File: config.mk
export PLATFORM = sky130hd
export DESIGN_NAME = glp_out
export DESIGN_NICKNAME = d
export VERILOG_FILES = /design/src/hdl/glp_pkg.sv /design/src/hdl/glp_out.sv
export SDC_FILE = /design/constraint.sdc
export NUM_CORES = 1
export LEC_CHECK = 0
export CELL_PAD_IN_SITES_DETAIL_PLACEMENT = 1
export CELL_PAD_IN_SITES_GLOBAL_PLACEMENT = 1
export CORE_MARGIN = 5
export CORE_UTILIZATION = 40
export CTS_BUF_LIST = sky130_fd_sc_hd__clkbuf_8
export DETAILED_ROUTE_END_ITERATION = 8
export DONT_BUFFER_PORTS = 1
export PLACE_DENSITY = 0.71
export SLEW_MARGIN = 15
export SYNTH_ARGS = -nofsm -noshare
export SYNTH_HDL_FRONTEND = slang
export SYNTH_SLANG_ARGS = --single-unit
File: constraint.sdc
create_clock -name clk_i -period 3.46 [get_ports clk_i]
set_input_delay 0.346 -clock clk_i [delete_from_list [all_inputs] [get_ports clk_i]]
set_output_delay 0.346 -clock clk_i [all_outputs]
set_load 0.005 [all_outputs]
File: src/hdl/glp_pkg.sv
package glp_pkg;

  // grid geometry and data widths
  localparam int MAX_COLUMNS = 128;
  localparam int MAX_ROWS    = 128;
  localparam int ELEV_W      = 16;
  localparam int CNT_W       = 8;
  localparam int COL_W       = $clog2(MAX_COLUMNS);
  localparam int ROW_W       = $clog2(MAX_ROWS);
  localparam int CFG_IDX_W   = 1;

  typedef logic [CNT_W-1:0]         cnt_t;
  typedef logic [COL_W-1:0]         col_t;
  typedef logic [ROW_W-1:0]         row_t;
  typedef logic signed [ELEV_W-1:0] elev_t;

  // configuration register indexes
  typedef enum logic [CFG_IDX_W-1:0] {
    REG_ROW_COUNT    = 1'b0,
    REG_COLUMN_COUNT = 1'b1
  } cfg_reg_e;

  // one verdict item
  typedef struct packed {
    row_t row;
    col_t column;
    logic is_peak;
    logic frame_end;
  } verdict_t;

  // clamp a count register to 1..maxv
  function automatic cnt_t clamp_count(cnt_t v, cnt_t maxv);
    cnt_t r;
    if (v == '0) begin
      r = cnt_t'(1);
    end else if (v > maxv) begin
      r = maxv;
    end else begin
      r = v;
    end
    return r;
  endfunction

endpackage

File: src/hdl/glp_out.sv
module glp_out (
  input  logic              clk_i,
  input  logic              rst_ni,
  input  logic              push_i,
  input  glp_pkg::verdict_t push_data_i,
  output logic              full_o,
  output logic              out_valid_o,
  input  logic              out_stall_i,
  output glp_pkg::verdict_t out_data_o
);
  import glp_pkg::*;

  logic     out_valid_q, skid_valid_q;
  verdict_t out_q, skid_q;
  logic     pop;

  assign pop = out_valid_q && !out_stall_i;

  // output register with one skid entry behind it
  always_ff @(posedge clk_i or negedge rst_ni) begin
    if (!rst_ni) begin
      out_valid_q  <= 1'b0;
      skid_valid_q <= 1'b0;
    end else begin
      if (pop) begin
        if (skid_valid_q) begin
          skid_valid_q <= push_i;
        end else begin
          out_valid_q <= push_i;
        end
      end else if (!out_valid_q) begin
        out_valid_q <= push_i;
      end else if (push_i) begin
        skid_valid_q <= 1'b1;
      end
    end
  end

  // payload moves
  always_ff @(posedge clk_i) begin
    if (pop) begin
      if (skid_valid_q) begin
        out_q <= skid_q;
        if (push_i) skid_q <= push_data_i;
      end else if (push_i) begin
        out_q <= push_data_i;
      end
    end else if (!out_valid_q) begin
      if (push_i) out_q <= push_data_i;
    end else if (push_i) begin
      skid_q <= push_data_i;
    end
  end

  assign full_o      = skid_valid_q;
  assign out_valid_o = out_valid_q;
  assign out_data_o  = out_q;

`ifndef NO_ASSERTIONS
  a_skid_behind_head: assert property (@(posedge clk_i) disable iff (!rst_ni)
    skid_valid_q |-> out_valid_q)
    else $error("skid entry held without head entry");

  a_skid_promote: assert property (@(posedge clk_i) disable iff (!rst_ni)
    pop && skid_valid_q |=> out_valid_q && (out_q == $past(skid_q)))
    else $error("skid entry not moved to head");
`endif

endmodule

==> load_flow_metrics.sql <==
INSERT INTO impl_metrics (metric_group, metric, value, unit) VALUES
('layout', 'finalNetCount', '104', ''),
('worst_setup_path', 'worstReg2RegEnd', 'skid_q[14]', ''),
('flow_run', 'cap_violations', '0', ''),
('global_routing', 'wire_length_of_the_first_global_routing_pass', '4.35', 'mm'),
('power_and_ir_drop', 'ir_worst_vdd', '279', 'uV'),
('clock_tree', 'h_tree_levels', '2', ''),
('timing', 'post_route_skew', '0.00906', 'ns'),
('logic_synthesis', 'synth_largest_type_area_fraction', '62.3', '%'),
('clock_tree', 'clock_latency', '0.28', 'ns'),
('layout', 'layout-drive-gt1-share', '45.8', '%'),
('global_routing', 'number_of_antenna_violations_at_the_first_check_in_global_routing', '0', ''),
('global_routing', 'grt_start_max_net_pins', '18', ''),
('timing', 'fin_tns_setup', '0', 'ns'),
('global_routing', 'groute.usage.overall', '11.6', '%'),
('floorplanning', 'placement_rows', '22', ''),
('layout', 'multiInputGateArea', '484', 'um2'),
('floorplanning', 'floorplan.io_pins', '38', ''),
('placement', 'place.detailed.hpwl', '1.87', 'mm'),
('layout', 'mostFrequentLayoutCell', 'sky130_fd_sc_hd__edfxtp_1', ''),
('timing', 'timing_max_transition_violations_final', '0', ''),
('route', 'antenna_left', '0', ''),
('outcome', 'status', 'completed', ''),
('worst_setup_path', 'maximum_net_fanout_on_the_critical_path', '10', ''),
('logic_synthesis', 'synth_cell_types', '15', ''),
('worst_setup_path', 'arrival_time_of_data_at_the_critical_path_endpoint', '1.70', 'ns'),
('clock_tree', 'path_clk_slew', '0.07', 'ns'),
('clock_tree', 'post-cts-setup-buffer-count', '0', ''),
('logic_synthesis', 'postSynthCellCount', '78', ''),
('worst_setup_path', 'crit_required', '3.44', 'ns'),
('logic_synthesis', 'syn_avg_cell_area', '19.8', 'um2'),
('timing', 'period_minus_slack', '1.72', 'ns'),
('timing', 'finalSetupViolations', '0', ''),
('timing', 'fin_hold_ws', '0.154', 'ns'),
('timing', 'final_critical_path_setup_slack', '1.74', 'ns'),
('clock_tree', 'numCtsBuffers', '5', ''),
('worst_setup_path', 'critPathKind', 'register to register', ''),
('route', 'detail_route.vias_per_cell', '5.38', ''),
('floorplanning', 'floorplan.die.height', '72.1', 'um'),
('layout', 'synthToLayoutAreaGrowth', '6.98', '%'),
('route', 'postRouteWirelength', '2.83', 'mm'),
('hold_path', 'worstHoldPathCells', '0', ''),
('floorplanning', 'die_area', '0.00520', 'mm2'),
('floorplanning', 'die_extent_in_x', '72.1', 'um'),
('logic_synthesis', 'ys_seq_area_share', '65.6', '%'),
('logic_synthesis', 'synth_top_cell_by_area', 'sky130_fd_sc_hd__edfxtp_1', ''),
('timing', 'layout_worst_path_cycle_share', '49.7', '%'),
('power_and_ir_drop', 'power.static_leakage', '0.000622', 'uW'),
('timing', 'tightestPinTransition', '0.776', 'ns'),
('power_and_ir_drop', 'power.density', '563', 'mW/mm2'),
('logic_synthesis', 'area_contributors_post_synth', 'sky130_fd_sc_hd__edfxtp_1 62%, sky130_fd_sc_hd__mux2_4 18%, sky130_fd_sc_hd__mux2_2 9.5%', ''),
('route', 'drtPass1Iterations', '4', ''),
('layout', 'antenna_cells', '0', ''),
('hold_path', 'holdCritPathClass', 'input port to register', ''),
('layout', 'fin_util', '44.7', '%'),
('timing', 'max_freq', '581', 'MHz'),
('logic_synthesis', 'mappedNetlistNets', '98', ''),
('hold_path', 'hold_path_end', 'skid_q[8]', ''),
('placement', 'portBuffers', '0', ''),
('route', 'drt_drc_violations_left', '0', ''),
('clock_tree', 'cts_num_sinks', '34', ''),
('floorplanning', 'initial_utilization', '41.8', '%'),
('global_routing', 'grt_overflow_total', '0', ''),
('route', 'detailedRoute.firstIterationViolations', '18', ''),
('logic_synthesis', 'synth_seq_cells', '34', ''),
('worst_setup_path', 'worstRegToRegCells', '3', ''),
('clock_tree', 'cts_resized', '0', ''),
('placement', 'pre_cts_ws', '1.70', 'ns'),
('clock_tree', 'clock-root-buffer', 'sky130_fd_sc_hd__clkbuf_8', ''),
('route', 'vias', '705', ''),
('timing', 'grt_setup_unrepaired', 'false', ''),
('logic_synthesis', 'synth.yosys.warnings', '0', '');
==> stage by stage <==
stage / power (uW) / cell area (um2) / std cells
floorplan: 657 / 1540 / 78
global placement: 672 / 1570 / 124
detailed placement: 678 / 1570 / 124
CTS: 945 / 1650 / 131
global route: 979 / 1650 / 131
finish: 928 / 1650 / 131
==> how the worst max path moves through the flow <==
stage,depth (start not counted),endpoint,start,slack (ns)
2_1_floorplan,4,skid_q[0],push_i,1.70
3_5_place_dp,3,skid_q[14],out_valid_o,1.70
5_1_grt,3,skid_q[14],out_valid_o,1.58
3_3_place_gp,3,skid_q[14],out_valid_o,1.78
4_1_cts,3,skid_q[14],out_valid_o,1.69
6_report,3,skid_q[14],out_valid_o,1.74
==> synth_stat cells, drive strengths merged <==
library cell  number
buf                3
dfrtp              2
a21oi              1
o21ai              1
nand3b             1
nor2               1
nand2b             1
edfxtp            32
mux2              32
inv                1
nand2              2
o2bb2ai            1
==> cell type report <==
type / count / area share (%)
inverter: 1 / 0.228
clock inverter: 1 / 0.228
tap: 48 / 3.64
timing repair buffer: 2 / 1.06
multi-input combinational: 40 / 29.4
sequential: 34 / 61.3
clock buffer: 5 / 4.17
==> routing by layer <==
layer	track usage (%)	wire [um]	up-vias
met4	4.38	32	0
met5	0	0	-
met1	12.2	1060	359
met3	7.20	324	3
met2	18.7	1410	32
li1	-	-	311
==> state kept, by name (all words and copies together), names as in the netlist <==
signal	count
out_data_o	16
skid_q	16
full_o	1
out_valid_o	1
==> logic make-up (layout without fill, tap and decap cells) <==
logic type / after synthesis / in the layout / synth area share [%]
flip-flops: 34 / 34 / 65.6
AO/OA/AOI/OAI: 3 / 3 / 1.22
buffers and inverters: 4 / 9 / 3.00
AND/OR/NAND/NOR: 5 / 5 / 2.44
multiplexers: 32 / 32 / 27.8
==> power breakdown <==
part	leakage [uW]	internal (uW)	switching, uW
Clock	0.0000375	131	128
Sequential	0.000332	515	34.6
Combinational	0.000252	74.6	44.5
Total	0.000622	720	207
==> critical path, stage by stage (launching register included) <==
cell,delay (ns)
sky130_fd_sc_hd__dfrtp_1,0.47
sky130_fd_sc_hd__o21ai_0,0.16
sky130_fd_sc_hd__nor2_1,0.49
sky130_fd_sc_hd__buf_4,0.31
Note: power is estimated with default switching activity, not from simulation.
